`src/hdl/ecsa_pkg.sv`:
```
// Shared types and constants for the expert cache slot assignment block.
// No dependencies; every other file in hdl/ except ecsa_ram imports this package.
package ecsa_pkg;

   localparam int LAYER_W  = 6;
   localparam int EXPERT_W = 10;
   localparam int SLOT_W   = 8;
   localparam int COUNT_W  = 9;
   localparam int PTR_W    = 9;
   localparam int MAP_W    = 9;   // valid bit on top of an 8-bit slot
   localparam int CSR_IDX_W = 2;
   localparam int CSR_DATA_W = 9;

   localparam logic [8:0] SLOTS_RESET    = 9'd256;
   localparam logic [7:0] RESIDENT_RESET = 8'd128;
   localparam logic [8:0] EXPERTS_RESET  = 9'd256;

   localparam logic [CSR_IDX_W-1:0] CSR_SLOTS_IN_USE   = 2'd0;
   localparam logic [CSR_IDX_W-1:0] CSR_RESIDENT_SLOTS = 2'd1;
   localparam logic [CSR_IDX_W-1:0] CSR_EXPERT_COUNT   = 2'd2;

   typedef enum logic [1:0] {
      ACT_SKIP      = 2'd0,
      ACT_HIT       = 2'd1,
      ACT_NEW       = 2'd2,
      ACT_TRANSIENT = 2'd3
   } action_type;

   // Decision of one lookup: write-back requests and the result word.
   typedef struct packed {
      logic               map_we;
      logic [MAP_W-1:0]   map_wdata;
      logic               cnt_we;
      logic [COUNT_W-1:0] cnt_wdata;
      logic [SLOT_W-1:0]  slot;
      action_type         action;
   } assign_res_type;

   typedef struct packed {
      logic active;
      logic done;
   } clr_status_type;

endpackage

```
`src/hdl/ecsa_clear.sv`:
```
// Post-reset sweep that walks every map address once so it can be zeroed.
// Depends on ecsa_pkg.
module ecsa_clear #(
   parameter int DEPTH = 16384,
   parameter int AW    = (DEPTH > 1) ? $clog2(DEPTH) : 1
) (
   input  logic                    clock,
   input  logic                    reset,
   output logic [AW-1:0]           addr,
   output ecsa_pkg::clr_status_type status
);
   import ecsa_pkg::*;

   logic          active_ff, active_in;
   logic [AW-1:0] addr_ff, addr_in;
   logic          last;

   assign last = (addr_ff == AW'(DEPTH - 1));

   always_comb begin
      active_in = active_ff;
      addr_in   = addr_ff;
      if (active_ff) begin
         addr_in = addr_ff + AW'(1);
         if (last) begin
            active_in = 1'b0;
         end
      end
   end

   always_ff @(posedge clock) begin
      if (reset) begin
         active_ff <= 1'b1;
         addr_ff   <= '0;
      end else begin
         active_ff <= active_in;
         addr_ff   <= addr_in;
      end
   end

   assign addr          = addr_ff;
   assign status.active = active_ff;
   assign status.done   = active_ff & last;

endmodule

```
`config.mk`:
```
export PLATFORM = sky130hd
export DESIGN_NAME = ecsa_clear
export DESIGN_NICKNAME = d
export VERILOG_FILES = /design/src/hdl/ecsa_pkg.sv /design/src/hdl/ecsa_clear.sv
export SDC_FILE = /design/constraint.sdc
export NUM_CORES = 1
export LEC_CHECK = 0
export ABC_AREA = 1
export BUFFER_PORTS_ARGS = -buffer_cell sky130_fd_sc_hd__buf_4
export CAP_MARGIN = 20
export CORE_UTILIZATION = 55
export CTS_BUF_LIST = sky130_fd_sc_hd__clkbuf_8
export DETAILED_ROUTE_END_ITERATION = 6
export GPL_TIMING_DRIVEN = 0
export HOLD_SLACK_MARGIN = 0.02
export PLACE_DENSITY = 0.81
export SKIP_LAST_GASP = 1
export SYNTH_ARGS = -nofsm -noshare
export SYNTH_HDL_FRONTEND = slang
export SYNTH_SLANG_ARGS = --single-unit
```
`constraint.sdc`:
```
create_clock -name clock -period 2.15 [get_ports clock]
set_input_delay 0 -clock clock [delete_from_list [all_inputs] [get_ports clock]]
set_output_delay 0 -clock clock [all_outputs]
set_load 0.005 [all_outputs]
```
==> reports/qor.csv <==
metric,value,unit
clk_pin_slew,0.06,ns
num_vias,773,
fin_crit,1.44,ns
drtIter0Drc,21,
ys_warn_count,0,
dp.cells,139,
hold_slack,0.476,ns
track_usage,27.6,%
nNetsFinal,134,
crit_path_start,addr[3],
worstPathRequired,2.15,ns
finClkSkew,0.00190,ns
maxSlewHeadroom,78.7,%
postSynthCellCount,108,
grt_antenna_before_repair,0,
synthesis.nets,111,
netlist.area_leader.share,39.9,%
cts_tree,built,
drt_pass1_iterations,5,
hp-class,flop to flop,
wire_per_inst,12.4,um
hold_violations,0,
area_delta_synth_final,26.7,%
r2r-start,addr[0],
path_class,flop to primary output,
grt_pass1_vias,651,
cp_slowest_cell,dfxtp_1,
finalCritPeriodShare,67.0,%
syn-cell-area,753,um2
insertion_delay,0.25,ns
h-tree-depth,1,
fin_util,80.5,%
die_h,39.0,um
postCtsSetupBuffers,0,
power_frac_seq,52.3,%
synth_area_leader_cell,dfxtp_1,
dieArea,1520,um2
via_per_inst,5.37,
finalNonFillerCells,144,
final.setup.worst_slack,0.708,ns
cts_resized,0,
ir_drop,0.000575,V
p_clk_share,42.4,%
clockRootBuffer,clkbuf_8,
final_common_cell,nand2_1,
leakage,0.417,nW
ant_nets,0,
tightest_slew,0.319,ns
hpwl,1280,um
combPwrFrac,5.3,%
internal_power,425,uW
synthDistinctLibCells,21,
setup_tns,0,ns
wirelength,1780,um
critPathLaunchType,flop,
yosys-top-cells-area,"dfxtp_1, nand2_1, nor2_1",
cts_buffer_depth,2,
grt_start_max_net_pins,11,
p_per_area,576,nW/um2
p_sw_share,22.6,%
final_cell_mix,"nand2_1, nor2_1, buf_4",
diodes,0,
io_buffers,17,
core,1190,um2
drive_gt1_share,25.4,%
grt_setup_unrepaired,false,
status,finished clean,
ios,18,
pre_cts_slack,0.861,ns
endpoint_kind,primary output,
fmax,0.694,GHz
min_from,addr[10],
finalSetupViolations,0,
critPathMaxStageDelay,0.44,ns
path_cells,nand2_1 -> nor3_1 -> nand3_1 -> nor2_1 -> buf_4,
net-switching-power,124,uW
chipWidth,39.0,um
numClockSinks,15,
rows,12,
crit_path_max_fanout,6,
crit_arrival,1.44,ns
fillers,88,
cts_buffers,3,
cap_violations,0,
grt_pass1_wl,2850,um
holdBufCountCts,1,
gp_congestion,0.814,
grt_overflow,0,
drv_slew,0,
yosys_register_bits,15,
seq_area_frac_synth,39.9,%
drcViolationCount,0,
start_util,63.5,%
avgSynthCellArea,6.97,um2
-- cell families (layout without fill, tap and decap cells) --
family | Yosys count | count (layout) | share of synthesized area, %
AOI/OAI and AO/OA | 12 | 12 | 9.47
adders and majority gates | 1 | 1 | 1.66
buffers and inverters | 16 | 38 | 8.80
DFF | 15 | 15 | 39.9
and+or+nand+nor | 64 | 64 | 40.2
-- metrics by stage --
stage / cell area (um2) / total power, mW
after CTS: 955 / 0.548
after floorplan: 753 / 0.308
after global routing: 955 / 0.566
after global placement: 898 / 0.320
after detailed placement: 898 / 0.321
final: 955 / 0.550
-- synthesized netlist by cell type --
cell type / instances
nand2_1: 22
nor2_1: 19
dfxtp_1: 15
inv_1: 13
nand3_1: 8
a21oi_1: 5
nor3_1: 4
o21ai_0: 4
nand2_2: 2
nand3_2: 2
nand4_1: 2
nor2_4: 2
nor3b_1: 2
a21oi_2: 1
a31oi_1: 1
buf_2: 1
buf_4: 1
clkinv_2: 1
ha_1: 1
nor2_2: 1
o21bai_2: 1
-- registers in the layout, indices dropped and copies added, names as in the netlist --
register	cells
addr	14
active_ff	1
-- final timing paths --
path,endpoint,slack (ns),cells past startpoint
hold / removal,addr[10],0.48,2
hold reg to reg,addr[10],0.48,2
setup reg to reg,addr[12],0.83,8
setup / recovery,status[0],0.71,5
-- power by group through the flow --
stage | sequential, mW | clock (mW) | combinational, mW
final | 0.288 | 0.233 | 0.0290
after floorplan | 0.293 | 0 | 0.0148
after detailed placement | 0.294 | 0 | 0.0274
after global placement | 0.293 | 0 | 0.0271
after CTS | 0.287 | 0.232 | 0.0291
after global routing | 0.288 | 0.246 | 0.0327
-- cell type report --
class	count	area, um2	area share (%)
flip-flops and latches	15	300	31.5
plain buffers	2	12.5	1.31
clock buffers	3	41.3	4.33
well taps	14	17.5	1.83
multi-input cells	77	387	40.5
repair buffers	18	138	14.4
inverters	14	53.8	5.64
clock inverters	1	5.00	0.524
-- critical path, delay by kind of cell (launching register included) --
kind | cells | cell delay (ns)
and+or+nand+nor | 4 | 0.62
buffers and inverters | 1 | 0.13
DFF | 1 | 0.44
-- per-layer routing --
layer / vias up / global-route usage (%) / wire [um]
li1: 389 / - / -
met1: 349 / 35.8 / 809
met2: 30 / 43.8 / 856
met3: 5 / 5.20 / 85
met4: 0 / 12.1 / 27
met5: - / 0 / 0
Power figures use the tool's default switching activity.
