===== config.mk =====
export PLATFORM = sky130hd
export DESIGN_NAME = ecsa_ram
export DESIGN_NICKNAME = d
export VERILOG_FILES = /design/src/hdl/ecsa_ram.sv
export SDC_FILE = /design/constraint.sdc
export NUM_CORES = 1
export LEC_CHECK = 0
export BUFFER_PORTS_ARGS = -buffer_cell sky130_fd_sc_hd__clkbuf_2
export CAP_MARGIN = 40
export CELL_PAD_IN_SITES_DETAIL_PLACEMENT = 0
export CELL_PAD_IN_SITES_GLOBAL_PLACEMENT = 1
export CORE_ASPECT_RATIO = 0.75
export CORE_MARGIN = 2
export CORE_UTILIZATION = 60
export CTS_CLUSTER_DIAMETER = 150
export DETAILED_ROUTE_END_ITERATION = 10
export GPL_TIMING_DRIVEN = 0
export PLACE_DENSITY = 0.85
export SKIP_CTS_REPAIR_TIMING = 1
export SLEW_MARGIN = 20
export SYNTH_ARGS = -nofsm -noshare
export SYNTH_HDL_FRONTEND = slang
export SYNTH_SLANG_ARGS = --single-unit

===== constraint.sdc =====
create_clock -name clock -period 3.82 [get_ports clock]
set_input_delay 0.382 -clock clock [delete_from_list [all_inputs] [get_ports clock]]
set_output_delay 0.382 -clock clock [all_outputs]
set_load 0.01 [all_outputs]

===== src/hdl/ecsa_ram.sv =====
// Simple dual-port synchronous RAM with a registered read port.
// Depends on nothing; used for the resident map and the per-layer counts.
module ecsa_ram #(
   parameter int DEPTH = 64,
   parameter int WIDTH = 9,
   parameter int AW    = (DEPTH > 1) ? $clog2(DEPTH) : 1
) (
   input  logic             clock,
   input  logic             wr_en,
   input  logic [AW-1:0]    wr_addr,
   input  logic [WIDTH-1:0] wr_data,
   input  logic             rd_en,
   input  logic [AW-1:0]    rd_addr,
   output logic [WIDTH-1:0] rd_data
);

   logic [WIDTH-1:0] mem [DEPTH];
   logic [WIDTH-1:0] rd_data_ff;

   always_ff @(posedge clock) begin
      if (wr_en) begin
         mem[wr_addr] <= wr_data;
      end
      if (rd_en) begin
         rd_data_ff <= mem[rd_addr];
      end
   end

   assign rd_data = rd_data_ff;

endmodule


==> results of run 1 <==
## layer usage
metal / vias up / global-route usage / part of all wire
met5: - / 0 / 0
met4: 0 / 0.0705 / 0.023
met3: 97 / 0.0571 / 0.11
met2: 757 / 0.417 / 0.47
met1: 5944 / 0.406 / 0.39
li1: 4591 / - / -
## synth_stat cells, types with 3 or more instances
master,instances
a2111oi_0,6
a211oi_1,3
a21oi_1,5
a221o_1,3
a22oi_1,17
and2_1,4
buf_2,14
buf_4,9
buf_6,5
clkbuf_1,23
edfxtp_1,585
mux2_2,4
mux2i_1,22
mux4_1,8
mux4_2,143
nand2_1,24
nand2b_1,6
nand3_1,12
nand3b_1,3
nor2_1,70
nor2b_1,14
o211ai_1,5
o21ai_1,5
o21bai_1,3
o221ai_1,5
o22ai_1,8
## flip-flops by register name (all words and copies together), names as in the netlist
register  cells
rd_data       9
mem         576
## cells by family after synthesis
family	after synthesis	share of synthesized area
simple gates	141	0.0282
buf+inv	55	0.0145
flops	585	0.774
mux	177	0.163
compound gates	62	0.0200
## worst min path at each step
stage | endpoint | start
4_1_cts | rd_data[3] | rd_en
5_1_grt | rd_data[3] | rd_en
6_report | rd_data[3] | rd_en
3_5_place_dp | rd_data[0] | rd_data[0]
2_1_floorplan | mem[0][0] | wr_data[0]
3_3_place_gp | rd_data[8] | rd_data[8]
## through the flow
step	setup WS, ns	utilization	instances	power, mW
after CTS	1.12	0.682	1684	12.6
after global placement	0.609	0.631	1549	7.92
after detailed placement	0.546	0.642	1596	7.95
final	0.972	0.686	1704	12.5
after global routing	0.996	0.686	1704	12.9
after floorplan	1.56	-	1020	7.64
## critical path, stage by stage
cell      delay [ns]
buf_2           0.21
buf_2           0.40
clkbuf_1        0.63
buf_2           0.54
mux2i_1         0.50
a21oi_1         0.16
nand3_1         0.19
nand2_1         0.12
## layout make-up
class | instances | area, um2
clock inverter | 21 | 97.6
fill | 2240 | 11700
inverter | 1 | 3.75
multi-input combinational | 380 | 4800
clock buffer | 67 | 1380
timing repair buffer | 92 | 699
tap | 504 | 631
sequential | 585 | 17600
buffer | 54 | 324
## where the power goes
group / internal (mW) / switching, mW / total [mW]
Sequential: 7.12 / 0.0155 / 7.13
Clock: 2.52 / 2.19 / 4.71
Combinational: 0.258 / 0.437 / 0.695
## layout by cell type (no fill, tap or decap), drive strengths merged, types with 8 or more instances in the layout
cell / synthesis / layout
a22oi: 17 / 17
buf: 31 / 98
clkbuf: 23 / 115
clkinv: 0 / 19
edfxtp: 585 / 585
mux2i: 22 / 22
mux4: 151 / 151
nand2: 24 / 24
nand3: 12 / 12
nor2: 70 / 70
nor2b: 14 / 14
o22ai: 8 / 8
==> results.toml, run 1 <==
[finish]
drive_gt1_frac = 0.281
nets = 1189
area_growth_pct = 12.4
final_area_um2 = 25500
n_antenna_cell = 0

[yosys]
synthFlopType = "edfxtp_1"
synth_top_cell_area_share = 0.774
synth_edf_count = 585
synthesis.area_um2 = 22700
synth_warnings = 0
syn_area_per_cell_um2 = 22.2
synthTopCellsByArea = "edfxtp_1 77%, mux4_2 14%, nor2_1 1.2%"
synth_seq_cells = 585
synth_top_cell_by_area = "edfxtp_1"
ys_types = 36
synthCells = 1020
yosysSeqAreaShare = 0.774
syn_nets = 1044
async_reset_ff_frac = 0

[grt]
antenna_found_initial = 0
grt_pass1_vias = 11100
grt_first_pass_wirelength_um = 75400
overflow = 0
grt_max_degree = 65
grt_use_total = 0.271

[cts]
clock_sinks = 585
clk_pin_slew_ns = 0.06
htree_levels = 2
cts_root_buf = "clkbuf_16"
clock_path_buffers = 3
tritoncts = "yes"
numCtsBuffers = 51
clk_latency_ns = 0.58

[critical_path]
cp-startpoint = "rd_addr[2]"
cp.required_ns = 4.12
cp-end-kind = "flip-flop"
worstPathArrival_ns = 3.14
critPathKind = "input port to flip-flop"
r2r_cells = 5
r2r-end = "rd_data[8]"
critPathLaunchType = "input port"
crit-reg2reg-launch = "mem[1][8]"
regToRegSetupSlack_ns = 1.42
crit_path_max_fanout = 10
endpoint = "rd_data[0]"

[timing]
tightestPinTransition_ns = 0.858
final-setup-viol-count = 0
rsz0062_at_grt = "no"
max_freq_mhz = 351
tns_ns = 0
slew_violations = 0
skew_ns = 0.0186
final_hold_viol_count = 0
slew_headroom = 0.426
min_period_ns = 2.85
hold_ws_ns = 0.259
min_period_over_period = 0.746

[drt]
firstDrtPassIters = 6
viasPerCell = 6.68
drt_wl_total_um = 52000
wl_per_cell_um = 30.5
vias = 11400
drc_errors = 0
ant_nets = 0
drtIter0Drc = 1715

[die]
die_h_um = 172
coreArea_um2 = 37200
num_rows = 61
die-area_um2 = 39400
die_w_um = 229
io_pins = 33
start_util = 0.610

[power_and_ir_drop]
pwr_density_cell_nw_per_um2 = 492
power_leakage_nw = 8.11
ir_worst_vdd_mv = 0.399

[status]
status = "completed"

[place]
gp_congestion = 0.935
dpl.hpwl_um = 33400
placed_area_um2 = 23900
port_buffers = 25

[min_path]
hold_depth = 1
hold_path_class = "input port to flip-flop"

[run]
maxCapViolCount = 0
Power figures use the tool's default switching activity.
==> run 2: changes to the inputs <==
- ABC_AREA: default -> 1
- CORE_UTILIZATION: 60 -> 51
- PLACE_DENSITY: 0.85 -> 0.8
- clock period: 3.82 -> 2.7 ns (I/O delays scaled with it)
==> run 2 against run 1 <==
Via count up 46%. Clock power grew 63%. Area after synthesis increased by 5.3%. Non-clock buffer count increased by 70. Die area grew 23%. Clock skew is 0.012 ns higher. Sequential power increased by 42%. Final cell count rose by 67%. Global-route usage grew 2.8 points. Worst hold slack got worse by 0.23 ns. Sequential cell count stayed put. Largest cell class unchanged.
==> results.toml, run 2 <==
[drt]
wl_per_cell_um = 25.0
drtIter0Drc = 2662
drc_errors = 0
viasPerCell = 5.86
firstDrtPassIters = 5
drt_wl_total_um = 70900
vias = 16600
ant_nets = 0

[die]
num_rows = 68
die_h_um = 191
die_w_um = 254
coreArea_um2 = 46100
start_util = 0.518
io_pins = 33
die-area_um2 = 48600

[critical_path]
r2r_cells = 8
cp-end-kind = "flip-flop"
crit-reg2reg-launch = "mem[51][4]"
cp-startpoint = "rd_addr[2]"
cp.required_ns = 3.13
crit_buf_inv = 3
crit_path_max_fanout = 10
cp_slowest_stage_delay_ns = 0.73
path_delay_family = "buffers and inverters"
r2r-end = "rd_data[4]"
path_cells = "buf_2, inv_2, buf_1, nand3_1, nand2_1, nand2_1, nand3_1, nand3_1, nand2_1"
endpoint = "rd_data[4]"
critPathKind = "input port to flip-flop"
critPathLaunchType = "input port"
regToRegSetupSlack_ns = 1.00
crit_cells = 9
slowest_stage = "buf_1"
worstPathArrival_ns = 2.70

[status]
status = "completed"

[power_and_ir_drop]
power_leakage_nw = 9.96
ir_worst_vdd_mv = 0.491
finalPower_mw = 19.1
pwr_density_cell_nw_per_um2 = 701

[yosys]
synth_warnings = 0
synthesis.area_um2 = 23900
synth_commonest_cells = "729 x nand2_1, 585 x edfxtp_1, 493 x nand3_1"
synth_top_cell_area_share = 0.735
syn_nets = 2040
synth_seq_cells = 585
synthFlopType = "edfxtp_1"
synth.most_common_cell = "nand2_1"
async_reset_ff_frac = 0
synth_top_cell_by_area = "edfxtp_1"
yosysSeqAreaShare = 0.735
synth_edf_count = 585
syn_area_per_cell_um2 = 11.8
ys_types = 16
synthTopCellsByArea = "edfxtp_1 74%, nand2_1 11%, nand3_1 10%"
synthCells = 2016

[cts]
cts_root_buf = "clkbuf_16"
tritoncts = "yes"
clock_path_buffers = 3
numCtsBuffers = 55
clk_pin_slew_ns = 0.06
clock_sinks = 585
htree_levels = 2
clk_latency_ns = 0.62

[finish]
final_common_cell = "nand2_1"
largest_reg_flops = 576
largest_register = "mem"
final_cell_mix = "729 x nand2_1, 585 x edfxtp_1, 493 x nand3_1"
area_growth_pct = 14.2
nets = 2189
final_core_util = 0.591
drive_gt1_frac = 0.121

[place]
gp_congestion = 0.915
dpl.hpwl_um = 49000
port_buffers = 22

[timing]
min_period_over_period = 0.843
rsz0062_at_grt = "no"
max_freq_mhz = 439
slew_violations = 0
tightestPinTransition_ns = 0.901
final_hold_viol_count = 0
slew_headroom = 0.394
final-setup-viol-count = 0
min_period_ns = 2.28
skew_ns = 0.0311

[grt]
grt_pass1_vias = 15300
antenna_found_initial = 3
overflow = 0
grt_max_degree = 65
grt_first_pass_wirelength_um = 103000
grt_use_total = 0.299

[min_path]
hold_path_class = "input port to flip-flop"

[run]
maxCapViolCount = 0
-- run 2: cell types whose count changed after synthesis, sizes merged, moves of 7 or more --
cell and delta:
nand2 +705, nor2b -14, nand3 +481, a22oi -17
inv +8, buf +68, nor4 +8, mux4 -151
o22ai -8, nand4 +7, nor2 -14, mux2i -22
-- run 2: power breakdown --
part	switching, mW	total, mW	internal (mW)
clock	3.33	7.67	4.35
sequential	0.0167	10.1	10.1
combinational	1.02	1.37	0.347
-- run 2: metal layers --
| layer | global-route usage | share of wire | vias to the layer above |
|---|---|---|---|
| li1 | - | - | 7419 |
| met5 | 0 | 0.00013 | - |
| met2 | 0.427 | 0.43 | 1070 |
| met4 | 0.0803 | 0.023 | 2 |
| met3 | 0.0832 | 0.14 | 105 |
| met1 | 0.451 | 0.41 | 8033 |
-- run 2: cell families (layout without fill, tap and decap cells) --
logic type	Yosys count	after routing	synth area share
buf+inv	136	327	0.0336
flops	585	585	0.735
other cells	0	1	0
simple gates	1295	1295	0.231
-- run 2: how the worst min path moves through the flow --
stage               start          to  slack [ns]  cells after the start
4_1_cts        wr_data[6]  mem[48][6]        0.02                      1
6_report       wr_data[6]  mem[48][6]        0.03                      1
2_1_floorplan  wr_data[0]   mem[0][0]        0.37                      0
3_3_place_gp   rd_data[5]  rd_data[5]        0.69                      1
3_5_place_dp   wr_data[6]  mem[49][6]        0.67                      1
5_1_grt        wr_data[6]  mem[48][6]        0.04                      1
-- run 2: worst register-to-register path, cell delays in order, from the launching register on --
cell,delay (ns)
edfxtp_1,0.36
nand2_1,0.08
nand3_1,0.07
nand3_1,0.19
nand2_1,0.17
nand2_1,0.10
nand3_1,0.11
nand3_1,0.16
nand2_1,0.15
-- run 2: layout make-up --
type	count	area (um2)
Buffer	124	749
Tap cell	630	788
Fill cell	3742	18800
Antenna cell	1	2.50
Clock buffer	64	1430
Timing Repair Buffer	92	778
Sequential cell	585	17600
Inverter	12	52.6
Multi-Input combinational cell	1295	5580
Clock inverter	35	324
-- run 2: per-stage QoR --
| step | cells | hold WS (ns) | setup WS [ns] | cell area, um2 | setup TNS (ns) |
|---|---|---|---|---|---|
| 2_1_floorplan | 2016 | 0.369 | 0.565 | 23900 | 0 |
| 3_3_place_gp | 2668 | 0.686 | -0.513 | 24800 | -29.91 |
| 3_5_place_dp | 2723 | 0.668 | 0.0560 | 25400 | 0 |
| 4_1_cts | 2822 | 0.0199 | 0.678 | 27200 | 0 |
| 5_1_grt | 2837 | 0.0420 | 0.502 | 27300 | 0 |
| 6_report | 2838 | 0.0328 | 0.425 | 27300 | 0 |
==> run 3: changes to the inputs <==
- CORE_UTILIZATION: 51 -> 46
- PLACE_DENSITY: 0.8 -> 0.76
- clock period: 2.7 -> 2.05 ns (I/O delays scaled with it)
==> run 3 against run 2 <==
Design area grew 0.41%. Worst setup slack got worse by 0.33 ns. Worst hold slack worse by 0.017 ns. Via count hardly changed. Wire length increased by 4.8%. Utilization is 5.9 points lower. Clock skew is 0.019 ns lower. Total power rose by 30%. Clock power rose by 27%. Combinational power is 37% higher. Critical endpoint is now mem[12][6]. Largest cell class unchanged. Largest power group unchanged. Highest routed layer unchanged.
==> results.toml, run 3 (same netlist as run 2, synthesis figures left out) <==
[finish]
n_antenna_cell = 0
final_common_cell = "nand2_1"
final_cell_mix = "729 x nand2_1, 585 x edfxtp_1, 493 x nand3_1"
drive_gt1_frac = 0.126
final_core_util = 0.532
fillerInstances = 4371
nets = 2197
seqCellArea_um2 = 17600
multi_input_area_um2 = 5570
largest_register = "mem"
area_growth_pct = 14.6
largest_reg_flops = 576

[place]
dpl.hpwl_um = 51400
dp_slack_ns = -0.879
gp_congestion = 0.923
port_buffers = 22

[timing]
min_period_ns = 1.95
tns_ns = 0
tightestPinTransition_ns = 0.861
slew_headroom = 0.424
final_hold_viol_count = 0
slew_violations = 0
skew_ns = 0.0118
final-setup-viol-count = 0
rsz0062_at_grt = "no"
min_period_over_period = 0.952
max_freq_mhz = 512
worst_slack_ns = 0.0977

[run]
maxCapViolCount = 0

[drt]
wl_per_cell_um = 25.5
drt_wl_total_um = 74400
ant_nets = 0
drtIter0Drc = 2470
vias = 16600
drc_errors = 0
viasPerCell = 5.69
firstDrtPassIters = 6

[grt]
antenna_found_initial = 3
grt_use_met3 = 0.0722
overflow = 0
grt_max_degree = 65
grt_pass1_vias = 15100
grt_use_total = 0.279
met2_usage = 0.374
grt_first_pass_wirelength_um = 106000
top_usage_layer = "met1"
gr-usage-met1 = 0.451

[critical_path]
worstPathArrival_ns = 2.27
cp-end-kind = "flip-flop"
critPathLaunchType = "input port"
crit_path_max_fanout = 9
regToRegSetupSlack_ns = 0.36
cp.required_ns = 2.37
critPathKind = "input port to flip-flop"

[power_and_ir_drop]
sw_frac_of_total = 0.235
p_switching_mw = 5.84
ir_worst_vdd_mv = 0.757
pwr_density_cell_nw_per_um2 = 909
p_seq_frac = 0.534
intPower_mw = 19.0
power_frac_comb = 0.076
power_leakage_nw = 10.0
p_clk_frac = 0.391

[die]
die_h_um = 201
num_rows = 72
die_w_um = 267
die-area_um2 = 53800
io_pins = 33
coreArea_um2 = 51400
start_util = 0.464

[cts]
clock_path_buffers = 3
clk_latency_ns = 0.62
clk_pin_slew_ns = 0.06
cts_root_buf = "clkbuf_16"
htree_levels = 2
tritoncts = "yes"
numCtsBuffers = 55
clock_sinks = 585

[status]
status = "completed"

[min_path]
hold_path_class = "input port to flip-flop"
run 3: per-layer routing:
layer	part of all wire	wire length (um)	vias to the layer above
met4	0.019	1400	4
met2	0.41	30400	951
met1	0.44	32700	8139
met3	0.13	9880	92
met5	0.00015	11	-
li1	-	-	7430
run 3: path summary, 6_finish.rpt:
check | from | end | depth (start not counted)
max | wr_addr[0] | mem[12][6] | 6
min | wr_data[7] | mem[39][7] | 1
max reg2reg | mem[26][7] | rd_data[7] | 8
min reg2reg | mem[46][1] | rd_data[1] | 8
run 3: area by class of cell:
cell class,instances,area share
Clock buffer,66,0.0518
Buffer,124,0.0274
Timing Repair Buffer,100,0.0323
Inverter,12,0.00192
Tap cell,703,0.0321
Sequential cell,585,0.641
Clock inverter,35,0.00969
Multi-Input combinational cell,1295,0.203
run 3: power by group through the flow:
stage | combinational, mW | clock (mW) | sequential [mW]
after floorplan | 0.890 | 0 | 13.5
after global placement | 1.73 | 0 | 13.6
after detailed placement | 1.81 | 0 | 13.5
after CTS | 1.82 | 9.82 | 13.3
after global routing | 2.00 | 10.3 | 13.3
final | 1.88 | 9.72 | 13.3
run 3: worst max-delay path, cell delays in order:
cell      delay [ns]
clkbuf_1        0.22
inv_1           0.32
nand4_1         0.52
buf_6           0.34
nor2_1          0.40
buf_4           0.25
run 3: stage by stage:
stage          hold slack, ns  std cells  total power, mW  cell area (um2)
2_1_floorplan           0.304       2016             14.4            23900
3_3_place_gp            0.626       2741             15.3            24900
3_5_place_dp            0.616       2795             15.4            25500
4_1_cts               -0.0302       2896             24.9            27200
5_1_grt                0.0129       2920             25.6            27400
6_report               0.0162       2920             24.9            27400
