$ cat config.mk
export PLATFORM = sky130hd
export DESIGN_NAME = ecsa_assign
export DESIGN_NICKNAME = d
export VERILOG_FILES = /design/src/hdl/ecsa_pkg.sv /design/src/hdl/ecsa_assign.sv
export SDC_FILE = /design/constraint.sdc
export NUM_CORES = 1
export LEC_CHECK = 0
export BUFFER_PORTS_ARGS = -buffer_cell sky130_fd_sc_hd__buf_2
export CAP_MARGIN = 30
export CELL_PAD_IN_SITES_DETAIL_PLACEMENT = 2
export CELL_PAD_IN_SITES_GLOBAL_PLACEMENT = 2
export CORE_MARGIN = 2
export CORE_UTILIZATION = 29
export CTS_BUF_LIST = sky130_fd_sc_hd__clkbuf_16
export CTS_CLUSTER_DIAMETER = 100
export CTS_CLUSTER_SIZE = 24
export DETAILED_ROUTE_END_ITERATION = 12
export PLACE_DENSITY = 0.86
export SYNTH_ARGS = -nofsm -noshare
export SYNTH_HDL_FRONTEND = slang
export SYNTH_SLANG_ARGS = --single-unit
$ cat constraint.sdc
create_clock -name clock -period 5.43 [get_ports clock]
set_clock_uncertainty 0.15 [all_clocks]
set_input_delay 0.2715 -clock clock [delete_from_list [all_inputs] [get_ports clock]]
set_output_delay 0.2715 -clock clock [all_outputs]
set_load 0.01 [all_outputs]
$ cat src/hdl/ecsa_pkg.sv
// Shared types and constants for the expert cache slot assignment block.
// No dependencies; every other file in hdl/ except ecsa_ram imports this package.
package ecsa_pkg;

   localparam int LAYER_W  = 6;
   localparam int EXPERT_W = 10;
   localparam int SLOT_W   = 8;
   localparam int COUNT_W  = 9;
   localparam int PTR_W    = 9;
   localparam int MAP_W    = 9;   // valid bit on top of an 8-bit slot
   localparam int CSR_IDX_W = 2;
   localparam int CSR_DATA_W = 9;

   localparam logic [8:0] SLOTS_RESET    = 9'd256;
   localparam logic [7:0] RESIDENT_RESET = 8'd128;
   localparam logic [8:0] EXPERTS_RESET  = 9'd256;

   localparam logic [CSR_IDX_W-1:0] CSR_SLOTS_IN_USE   = 2'd0;
   localparam logic [CSR_IDX_W-1:0] CSR_RESIDENT_SLOTS = 2'd1;
   localparam logic [CSR_IDX_W-1:0] CSR_EXPERT_COUNT   = 2'd2;

   typedef enum logic [1:0] {
      ACT_SKIP      = 2'd0,
      ACT_HIT       = 2'd1,
      ACT_NEW       = 2'd2,
      ACT_TRANSIENT = 2'd3
   } action_type;

   // Decision of one lookup: write-back requests and the result word.
   typedef struct packed {
      logic               map_we;
      logic [MAP_W-1:0]   map_wdata;
      logic               cnt_we;
      logic [COUNT_W-1:0] cnt_wdata;
      logic [SLOT_W-1:0]  slot;
      action_type         action;
   } assign_res_type;

   typedef struct packed {
      logic active;
      logic done;
   } clr_status_type;

endpackage

$ cat src/hdl/ecsa_assign.sv
// Slot decision for one looked-up id, plus the round-robin transient pointer.
// Depends on ecsa_pkg; fed by the map and count RAM read ports.
module ecsa_assign (
   input  logic                            clock,
   input  logic                            reset,
   input  logic                            fire,
   input  logic                            in_range,
   input  logic                            batch_start,
   input  logic [8:0]                      slots_in_use,
   input  logic [7:0]                      resident_slots,
   input  logic [ecsa_pkg::MAP_W-1:0]      map_rd,
   input  logic [ecsa_pkg::COUNT_W-1:0]    cnt_rd,
   output ecsa_pkg::assign_res_type        res
);
   import ecsa_pkg::*;

   logic [PTR_W-1:0] ptr_ff, ptr_in;
   logic [PTR_W-1:0] ptr_start, ptr_wrap;
   logic [PTR_W-1:0] quota;

   assign quota     = PTR_W'(resident_slots);
   assign ptr_start = batch_start ? quota : ptr_ff;
   assign ptr_wrap  = (ptr_start >= slots_in_use) ? quota : ptr_start;

   always_comb begin
      res           = '0;
      res.action    = ACT_SKIP;
      res.map_wdata = {1'b1, cnt_rd[SLOT_W-1:0]};
      res.cnt_wdata = cnt_rd + COUNT_W'(1);
      ptr_in        = ptr_start;
      if (in_range) begin
         if (map_rd[MAP_W-1]) begin
            res.slot   = map_rd[SLOT_W-1:0];
            res.action = ACT_HIT;
         end else if (cnt_rd < COUNT_W'(resident_slots)) begin
            // The count stays below an 8-bit quota, so it fits the slot field.
            res.slot   = cnt_rd[SLOT_W-1:0];
            res.action = ACT_NEW;
            res.map_we = fire;
            res.cnt_we = fire;
         end else begin
            res.slot   = ptr_wrap[SLOT_W-1:0];
            res.action = ACT_TRANSIENT;
            ptr_in     = ptr_wrap + PTR_W'(1);
         end
      end
   end

   always_ff @(posedge clock) begin
      if (reset) begin
         ptr_ff <= PTR_W'(RESIDENT_RESET);
      end else if (fire) begin
         ptr_ff <= ptr_in;
      end
   end

endmodule

==> impl_metrics.py, run 1 <==
metrics = {
    "critical_path": {
        "critPathKind": "register to register",
        "crit_required_ns": 5.43,
        "cpLargestDelayFamily": "compound AO/OA/AOI/OAI gates",
        "cp_cell_sequence": "inv_1, o21ai_0, ha_1, nand2_1, nor2_1, a21oi_2, nand2_4, mux2i_1, inv_1, ha_1, inv_1, or3_1, xnor2_1, nand2_1, o211ai_1, a311oi_1",
        "cp_max_fo": 24,
        "crit_path_max_incr_delay_ns": 0.47,
        "worst_path_max_delay_cell": "o21ai_0",
        "crit_path_frequent_cell": "inv_1",
        "worst-path-buf-inv": 3,
        "start_kind": "register",
        "worstSetupEndpointType": "register",
        "arrival_ns": 3.88,
    },
    "logic_synthesis": {
        "synth_ff_type": "dfxtp_1",
        "synth_area_leaders": "ha_1 (12%), dfxtp_1 (9.6%), mux2i_1 (6.9%), inv_1 (5.6%), buf_4 (5.2%)",
        "synth_top_area_share_pct": 12.0,
        "yosys_warnings": 0,
        "synth_edf_count": 0,
        "yosysUniqueCellTypes": 54,
        "synthArstFlopShare_pct": 0,
        "ys_ff_latch": 9,
        "syn_inst": 260,
        "synth_nets": 318,
        "synth.avg_cell_area_um2": 7.25,
        "syn-cell-area_um2": 1880,
        "yosysSeqAreaShare_pct": 9.56,
        "synth_area_leader_cell": "ha_1",
    },
    "cts": {
        "cts-htree-levels": 1,
        "cts_buffer_depth": 2,
        "cts_tree": "built",
        "cts_sinks": 9,
        "cts_inserted_buffers": 3,
        "clkLatencyLatePin_ns": 0.25,
        "hold_buffers": 0,
        "cts_setup_buffers": 0,
        "cts-root-buf": "clkbuf_16",
        "path_clk_slew_ns": 0.04,
        "cts-resized-gates": 0,
    },
    "detailed_routing": {
        "vias_per_cell": 5.38,
        "routed_wl_um": 7190,
        "drcViolationCount": 0,
        "dr_total_vias": 2075,
        "drtIter0Drc": 67,
        "wl_per_cell_um": 18.6,
        "dr.pass1.iters": 4,
        "drtAntennaViolNets": 0,
    },
    "timing": {
        "hold_ws_ns": 0.205,
        "rsz0062_at_grt": "no",
        "worst_slack_ns": 1.55,
        "final_hold_viol_count": 0,
        "tns_ns": 0,
        "setup_viol": 0,
        "timing.fmax_mhz": 258,
        "maxSlewHeadroom_pct": 42.3,
        "tightest_slew_ns": 0.863,
        "finalCriticalPeriod_ns": 3.88,
        "finalMaxSlewViolations": 0,
        "fin_crit_sh_pct": 71.4,
    },
    "power": {
        "p_per_area_nw_per_um2": 178,
        "leakagePower_nw": 1.13,
        "vdd_drop_max_mv": 0.0899,
    },
    "status": {
        "status": "completed",
    },
    "placement": {
        "dp_hpwl_um": 5750,
        "pre_cts_ws_ns": 1.39,
        "routabilityCongestion": 0.861,
        "numPortBuffers": 68,
    },
    "die": {
        "start_util_pct": 29.8,
        "die_w_um": 84.6,
        "ios": 70,
        "core_area_um2": 6310,
        "dieArea_um2": 7160,
        "die_h_um": 84.6,
        "rows": 29,
    },
    "final_layout": {
        "largest_reg_flops": 9,
        "top_register": "ptr_ff",
        "reg_top3": "ptr_ff x9",
        "antenna_cells": 0,
        "drive_gt1_share_pct": 28.5,
        "layout_common_cells": "buf_2 (68), inv_1 (29), nand2_1 (25)",
        "layout-area-overhead-vs-synth_pct": 18.8,
        "final_util_pct": 35.5,
        "layout.nets": 368,
        "mostFrequentLayoutCell": "buf_2",
    },
    "grt": {
        "grt_pass1_vias": 2276,
        "grt.overflow.total": 0,
        "grt_pass1_wl_um": 11700,
        "antenna_found_initial": 0,
        "gr-usage-all-layers_pct": 20.6,
        "grt_max_degree": 25,
    },
    "flow_run": {
        "cap_violations": 0,
    },
    "hold_path": {
        "hp-class": "input port to register",
    },
}
cell type report:
type	count	area, um2
fillers	788	4080
multi-input cells	199	1430
repair buffers	68	340
flip-flops and latches	9	180
inverters	29	109
well taps	77	96.3
clock buffers	3	75.1
clock inverters	1	3.75
synthesized netlist by cell type (3+ instances only):
library cell  count
o21ai_1           8
ha_1             18
buf_6             3
nand4_1           4
o21ai_0          12
inv_1            28
nand3_1          15
clkbuf_1          4
xnor2_1          11
and3_1            5
dfxtp_1           9
o211a_1           8
nor2_1           17
buf_2             3
buf_4            13
nand2_1          25
a21oi_1          16
mux2i_1          13
power by group:
part | internal, mW | total (mW) | switching (mW)
clock network | 0.0971 | 0.138 | 0.0412
registers | 0.0709 | 0.0744 | 0.00346
logic | 0.0710 | 0.185 | 0.114
path summary, 6_finish.rpt:
path / from / end / slack (ns) / cells after the start
setup / recovery: ptr_ff[3] / ptr_ff[6] / 1.55 / 16
hold / removal: reset / ptr_ff[2] / 0.21 / 2
hold reg to reg: ptr_ff[1] / ptr_ff[1] / 0.35 / 2
setup reg to reg: ptr_ff[3] / ptr_ff[6] / 1.55 / 16
layer usage:
| layer | part of all wire [%] | GRT usage [%] | routed length (um) |
|---|---|---|---|
| met5 | 0 | 0 | 0 |
| met4 | 2.3 | 7.07 | 168 |
| met3 | 2.7 | 1.97 | 195 |
| met2 | 54 | 39.8 | 3860 |
| met1 | 41 | 23.3 | 2960 |
through the flow:
step           total power, mW  std cells  area (um2)
4_1_cts                  0.400        386        2240
3_5_place_dp             0.259        382        2160
2_1_floorplan            0.201        260        1880
6_report                 0.398        386        2240
3_3_place_gp             0.249        382        2160
5_1_grt                  0.423        386        2240
cells by family (layout without fill, tap and decap cells):
group | Yosys count | after routing | synth area share, %
fa+ha+maj | 18 | 18 | 12.0
flops | 9 | 9 | 9.56
other cells | 1 | 1 | 0.199
compound gates | 69 | 69 | 27.2
mux | 15 | 15 | 8.10
simple gates | 83 | 83 | 22.6
xor+xnor | 13 | 13 | 6.04
buf+inv | 52 | 101 | 14.3
(Power assumes the default switching activity.)
==> run 2, diff against run 1 <==
--- a/config.mk
+++ b/config.mk
@@ -10,12 +10,12 @@
 export CELL_PAD_IN_SITES_DETAIL_PLACEMENT = 2
 export CELL_PAD_IN_SITES_GLOBAL_PLACEMENT = 2
 export CORE_MARGIN = 2
-export CORE_UTILIZATION = 29
+export CORE_UTILIZATION = 24
 export CTS_BUF_LIST = sky130_fd_sc_hd__clkbuf_16
 export CTS_CLUSTER_DIAMETER = 100
 export CTS_CLUSTER_SIZE = 24
 export DETAILED_ROUTE_END_ITERATION = 12
-export PLACE_DENSITY = 0.86
+export PLACE_DENSITY = 0.76
 export SYNTH_ARGS = -nofsm -noshare
 export SYNTH_HDL_FRONTEND = slang
 export SYNTH_SLANG_ARGS = --single-unit
==> constraint.sdc (replaced) <==
create_clock -name clock -period 3.38 [get_ports clock]
set_clock_uncertainty 0.15 [all_clocks]
set_input_delay 0.169 -clock clock [delete_from_list [all_inputs] [get_ports clock]]
set_output_delay 0.169 -clock clock [all_outputs]
set_load 0.01 [all_outputs]
==> run 2 against run 1 <==
Critical path depth down 1. Final area up 8.8%. Critical endpoint unchanged. Non-clock buffer count up 16. Power up 68%. Largest power group unchanged. Flip-flop and latch count unchanged. Hold slack worse by 0.075 ns. Clock power up 57%. Routed wire length up 5.7%. First-iteration DRC count down 40%. Global-route usage down 2.8 points. Die area up 20%. Setup slack worse by 1.4 ns.
==> impl_metrics.py, run 2 (synthesis results as in run 1) <==
metrics = {
    "grt": {
        "antenna_found_initial": 0,
        "gr-usage-all-layers_pct": 17.8,
        "grt_pass1_vias": 2346,
        "grt_max_degree": 23,
        "grt.overflow.total": 0,
        "grt_pass1_wl_um": 12000,
    },
    "critical_path": {
        "crit_path_max_incr_delay_ns": 0.37,
        "r2r_cells": 15,
        "startpoint": "ptr_ff[7]",
        "worstSetupEndpointType": "register",
        "arrival_ns": 3.19,
        "rr_endpoint": "ptr_ff[6]",
        "start_kind": "register",
        "cp_max_fo": 5,
        "cp_cell_sequence": "mux2_2, ha_1, nand2_1, nor2_1, a211oi_4, nand2_4, mux2i_2, inv_1, ha_2, inv_1, or3_4, xnor2_1, nand2_1, o211ai_1, a311oi_1",
        "worst_path_max_delay_cell": "or3_4",
        "reg2reg_from": "ptr_ff[7]",
        "r2r_setup_slack_ns": 0.18,
        "critPathKind": "register to register",
        "crit_required_ns": 3.38,
    },
    "power": {
        "pwr-share-comb_pct": 49.6,
        "swShare_pct": 39.0,
        "power_frac_seq_pct": 18.1,
        "clkPwrFrac_pct": 32.4,
        "leakagePower_nw": 1.21,
        "vdd_drop_max_mv": 0.125,
        "p_switching_mw": 0.260,
        "p_per_area_nw_per_um2": 274,
        "internal_power_mw": 0.407,
    },
    "cts": {
        "cts-root-buf": "clkbuf_16",
        "cts-htree-levels": 1,
        "clkLatencyLatePin_ns": 0.24,
        "hold_buffers": 0,
        "path_clk_slew_ns": 0.04,
        "cts_tree": "built",
        "cts_sinks": 9,
        "cts_inserted_buffers": 3,
        "cts_buffer_depth": 2,
    },
    "die": {
        "die_h_um": 92.6,
        "start_util_pct": 24.6,
        "ios": 70,
        "die_w_um": 92.6,
        "core_area_um2": 7650,
        "rows": 32,
        "dieArea_um2": 8580,
    },
    "flow_run": {
        "cap_violations": 0,
    },
    "detailed_routing": {
        "dr.pass1.iters": 4,
        "dr_total_vias": 2154,
        "drcViolationCount": 0,
        "vias_per_cell": 5.04,
        "drtIter0Drc": 40,
        "drtAntennaViolNets": 0,
        "routed_wl_um": 7600,
        "wl_per_cell_um": 17.8,
    },
    "timing": {
        "fin_crit_sh_pct": 94.6,
        "setup_viol": 0,
        "final_hold_viol_count": 0,
        "tightest_slew_ns": 0.923,
        "finalMaxSlewViolations": 0,
        "tns_ns": 0,
        "finalCriticalPeriod_ns": 3.20,
        "maxSlewHeadroom_pct": 38.3,
        "hold_ws_ns": 0.131,
        "timing.fmax_mhz": 313,
    },
    "placement": {
        "numPortBuffers": 68,
        "dp_hpwl_um": 6180,
        "routabilityCongestion": 0.922,
    },
    "final_layout": {
        "antenna_cells": 0,
        "layout-area-overhead-vs-synth_pct": 29.2,
        "layout_common_cells": "buf_2 (67), inv_1 (29), nand2_1 (25)",
        "multi_input_area_um2": 1480,
        "drive_gt1_share_pct": 34.5,
        "largest_reg_flops": 9,
        "n_fill_cell": 929,
        "top_register": "ptr_ff",
        "reg_top3": "ptr_ff x9",
        "layout.nets": 384,
        "mostFrequentLayoutCell": "buf_2",
        "register_area_um2": 181,
    },
    "hold_path": {
        "hp-start": "reset",
        "hold_end": "ptr_ff[2]",
        "hp-class": "input port to register",
        "hold_path_depth": 2,
    },
    "status": {
        "status": "completed",
    },
}
-- run 2: per-stage QoR --
step	worst slack, ns	util [%]	power, mW	instance area, um2	instances
finish	0.184	31.8	0.667	2430	427
global route	-0.0247	31.8	0.710	2430	427
CTS	0.0936	31.1	0.657	2370	425
detailed placement	-0.0403	30.0	0.441	2300	421
global placement	0.127	30.0	0.426	2300	421
floorplan	0.0305	-	0.322	1880	260
-- run 2: critical path, delay by kind of cell (launching register included) --
| family | cells | cell delay [ns] |
|---|---|---|
| AOI/OAI and AO/OA | 3 | 0.66 |
| and+or+nand+nor | 5 | 0.69 |
| adders and majority gates | 2 | 0.51 |
| DFF | 1 | 0.33 |
| buffers and inverters | 2 | 0.14 |
| xor gates and xnor gates | 1 | 0.13 |
| muxes | 2 | 0.50 |
-- run 2: power by group through the flow --
stage | clock network, mW | registers [mW] | logic, mW
4_1_cts | 0.216 | 0.120 | 0.321
2_1_floorplan | 0 | 0.119 | 0.203
5_1_grt | 0.221 | 0.121 | 0.368
6_report | 0.216 | 0.120 | 0.330
3_3_place_gp | 0 | 0.121 | 0.305
3_5_place_dp | 0 | 0.122 | 0.319
-- run 2: final cells by class --
cell class                      count  area share [%]
Multi-Input combinational cell    199            60.6
Clock buffer                        3            3.08
Tap cell                          102            5.24
Sequential cell                     9            7.45
Inverter                           29            4.47
Timing Repair Buffer               84            19.0
Clock inverter                      1           0.154
-- run 2: layer usage --
layer / wire length [um] / up-vias / share of wire [%] / global-route usage (%)
met1: 3090 / 1069 / 41 / 20.4
met4: 106 / 0 / 1.4 / 3.98
met5: 0 / - / 0 / 0
met2: 4100 / 43 / 54 / 34.4
met3: 292 / 6 / 3.8 / 2.69
li1: - / 1036 / - / -
-- run 2: how the worst max path moves through the flow --
stage,endpoint,slack (ns)
6_report,ptr_ff[6],0.18
2_1_floorplan,ptr_ff[6],0.03
3_3_place_gp,ptr_ff[6],0.13
4_1_cts,ptr_ff[6],0.09
5_1_grt,ptr_ff[6],-0.02
3_5_place_dp,ptr_ff[6],-0.04
-- run 2: timing repair --
item | CTS | global route
resized for setup | 0 | 13
setup endpoints to repair | 0 | 4
buffers inserted | 0 | 2
==> run 3, diff against run 2 <==
==> constraint.sdc (replaced) <==
create_clock -name clock -period 3.38 [get_ports clock]
set_clock_uncertainty 0.15 [all_clocks]
set_input_delay 0.507 -clock clock [delete_from_list [all_inputs] [get_ports clock]]
set_output_delay 0.507 -clock clock [all_outputs]
set_load 0.01 [all_outputs]
==> run 3 against run 2 <==
Final area is 6.3% higher. Combinational power is 8.2% higher. Sequential share of layout area is 0.49 points lower. Largest cell class unchanged. Via count grew 1.8%. Count of clock-buffer cells in the layout unchanged. Global-route usage is 0.78 points higher. Clock power up 3%.
==> impl_metrics.py, run 3 (synthesis results as in run 1) <==
metrics = {
    "grt": {
        "antenna_found_initial": 0,
        "grt_max_degree": 17,
        "gr-usage-all-layers_pct": 18.6,
        "grt_pass1_wl_um": 12700,
        "grt.overflow.total": 0,
        "grt_pass1_vias": 2484,
    },
    "critical_path": {
        "worst_path_max_delay_cell": "ha_1",
        "start_kind": "input port",
        "cpLargestDelayFamily": "compound AO/OA/AOI/OAI gates",
        "cp_max_fo": 16,
        "critPathKind": "input port to output pin",
        "r2r_cells": 14,
        "arrival_ns": 2.61,
        "startpoint": "batch_start",
        "worstSetupEndpointType": "output pin",
        "r2r_setup_slack_ns": 0.31,
        "rr_endpoint": "ptr_ff[4]",
        "reg2reg_from": "ptr_ff[4]",
        "crit_path_max_incr_delay_ns": 0.30,
        "cp_cell_sequence": "buf_6, buf_4, nand2_1, nand2_1, ha_1, a21oi_1, o21ai_1, a21oi_2, nand2_4, buf_6, mux2i_1, o21ai_1, o211a_1, buf_2",
        "worst-path-buf-inv": 4,
        "crit_required_ns": 2.72,
    },
    "hold_path": {
        "hold_path_depth": 2,
        "hp-start": "ptr_ff[1]",
        "hp-class": "register to register",
        "hold_end": "ptr_ff[1]",
    },
    "final_layout": {
        "n_fill_cell": 906,
        "layout-area-overhead-vs-synth_pct": 37.3,
        "mostFrequentLayoutCell": "buf_2",
        "fin_cells": 441,
        "top_register": "ptr_ff",
        "layout_common_cells": "buf_2 (67), inv_1 (29), buf_4 (29)",
        "antenna_cells": 0,
        "drive_gt1_share_pct": 38.1,
        "largest_reg_flops": 9,
        "layout.nets": 398,
        "reg_top3": "ptr_ff x9",
    },
    "cts": {
        "cts_buffer_depth": 2,
        "cts_sinks": 9,
        "path_clk_slew_ns": 0.05,
        "cts-htree-levels": 1,
        "cts-root-buf": "clkbuf_16",
        "cts_tree": "built",
        "clkLatencyLatePin_ns": 0.25,
        "hold_buffers": 0,
        "cts_inserted_buffers": 3,
    },
    "detailed_routing": {
        "vias_per_cell": 4.97,
        "drtAntennaViolNets": 0,
        "drcViolationCount": 0,
        "routed_wl_um": 7710,
        "dr.pass1.iters": 4,
        "drtIter0Drc": 38,
        "wl_per_cell_um": 17.5,
        "dr_total_vias": 2192,
    },
    "die": {
        "core_area_um2": 7650,
        "die_w_um": 92.6,
        "die_h_um": 92.6,
        "ios": 70,
        "start_util_pct": 24.6,
        "dieArea_um2": 8580,
        "rows": 32,
    },
    "placement": {
        "dp_hpwl_um": 6400,
        "routabilityCongestion": 0.868,
        "numPortBuffers": 68,
        "dpl.cell_count": 437,
    },
    "power": {
        "p_per_area_nw_per_um2": 271,
        "leakagePower_nw": 1.29,
        "vdd_drop_max_mv": 0.137,
    },
    "timing": {
        "timing.fmax_mhz": 306,
        "setup_viol": 0,
        "tns_ns": 0,
        "finalCriticalPeriod_ns": 3.27,
        "hold_ws_ns": 0.363,
        "rsz0062_at_grt": "yes",
        "final_hold_viol_count": 0,
        "finalMaxSlewViolations": 0,
        "fin_crit_sh_pct": 96.7,
    },
    "status": {
        "status": "completed",
    },
    "flow_run": {
        "cap_violations": 0,
    },
}
-- run 3: layout make-up --
type | count | area (um2) | area share (%)
well taps | 102 | 128 | 4.93
flip-flops and latches | 9 | 180 | 6.96
inverters | 29 | 109 | 4.21
clock inverters | 1 | 3.75 | 0.145
multi-input cells | 199 | 1520 | 58.6
clock buffers | 3 | 75.1 | 2.90
repair buffers | 98 | 576 | 22.2
-- run 3: power by group --
group	internal (mW)	leakage, nW	switching [mW]	total, mW
registers	0.114	0.0741	0.00691	0.121
clock network	0.156	0.0423	0.0673	0.223
logic	0.159	1.17	0.198	0.357
-- run 3: repair_timing --
| action | in CTS | in global routing |
|---|---|---|
| pin swaps | 0 | 4 |
| endpoints found under the setup margin | 8 | 7 |
| gates resized for setup | 2 | 7 |
| setup buffers | 0 | 0 |
-- run 3: metrics by stage --
step / util, % / worst slack, ns / power (mW) / instance area (um2)
2_1_floorplan: - / -0.0792 / 0.339 / 1980
3_3_place_gp: 32.4 / -0.0830 / 0.456 / 2480
3_5_place_dp: 32.4 / -0.200 / 0.472 / 2480
4_1_cts: 33.6 / 0.0188 / 0.699 / 2570
5_1_grt: 33.8 / -0.00358 / 0.746 / 2590
6_report: 33.8 / 0.112 / 0.701 / 2590
-- run 3: worst reg2reg max path, cell delays in order, from the launching register on --
cell and delay, ns:
dfxtp_1 0.39, inv_1 0.09, o21ai_1 0.21, ha_1 0.28
a21oi_1 0.15, nor2_1 0.08, a21oi_2 0.17, nand2_4 0.09
mux2i_1 0.23, inv_1 0.11, ha_4 0.18, and3_1 0.17
or4_1 0.41, nand4b_1 0.12, a311oi_1 0.10
-- run 3: how the worst max path moves through the flow --
| stage | endpoint | slack, ns | cells past startpoint |
|---|---|---|---|
| 2_1_floorplan | ptr_ff[4] | -0.08 | 16 |
| 3_3_place_gp | ptr_ff[6] | -0.08 | 16 |
| 3_5_place_dp | ptr_ff[4] | -0.20 | 14 |
| 4_1_cts | res[4] | 0.02 | 12 |
| 5_1_grt | res[4] | -0.004 | 12 |
| 6_report | res[5] | 0.11 | 14 |
-- run 3: metal layers --
| layer | share of wire [%] | vias up | track usage, % | wire length, um |
|---|---|---|---|---|
| met4 | 0.96 | 0 | 4.10 | 74 |
| li1 | - | 1062 | - | - |
| met1 | 43 | 1085 | 22.1 | 3280 |
| met5 | 0 | - | 0 | 0 |
| met2 | 54 | 39 | 35.6 | 4170 |
| met3 | 2.4 | 6 | 1.79 | 184 |
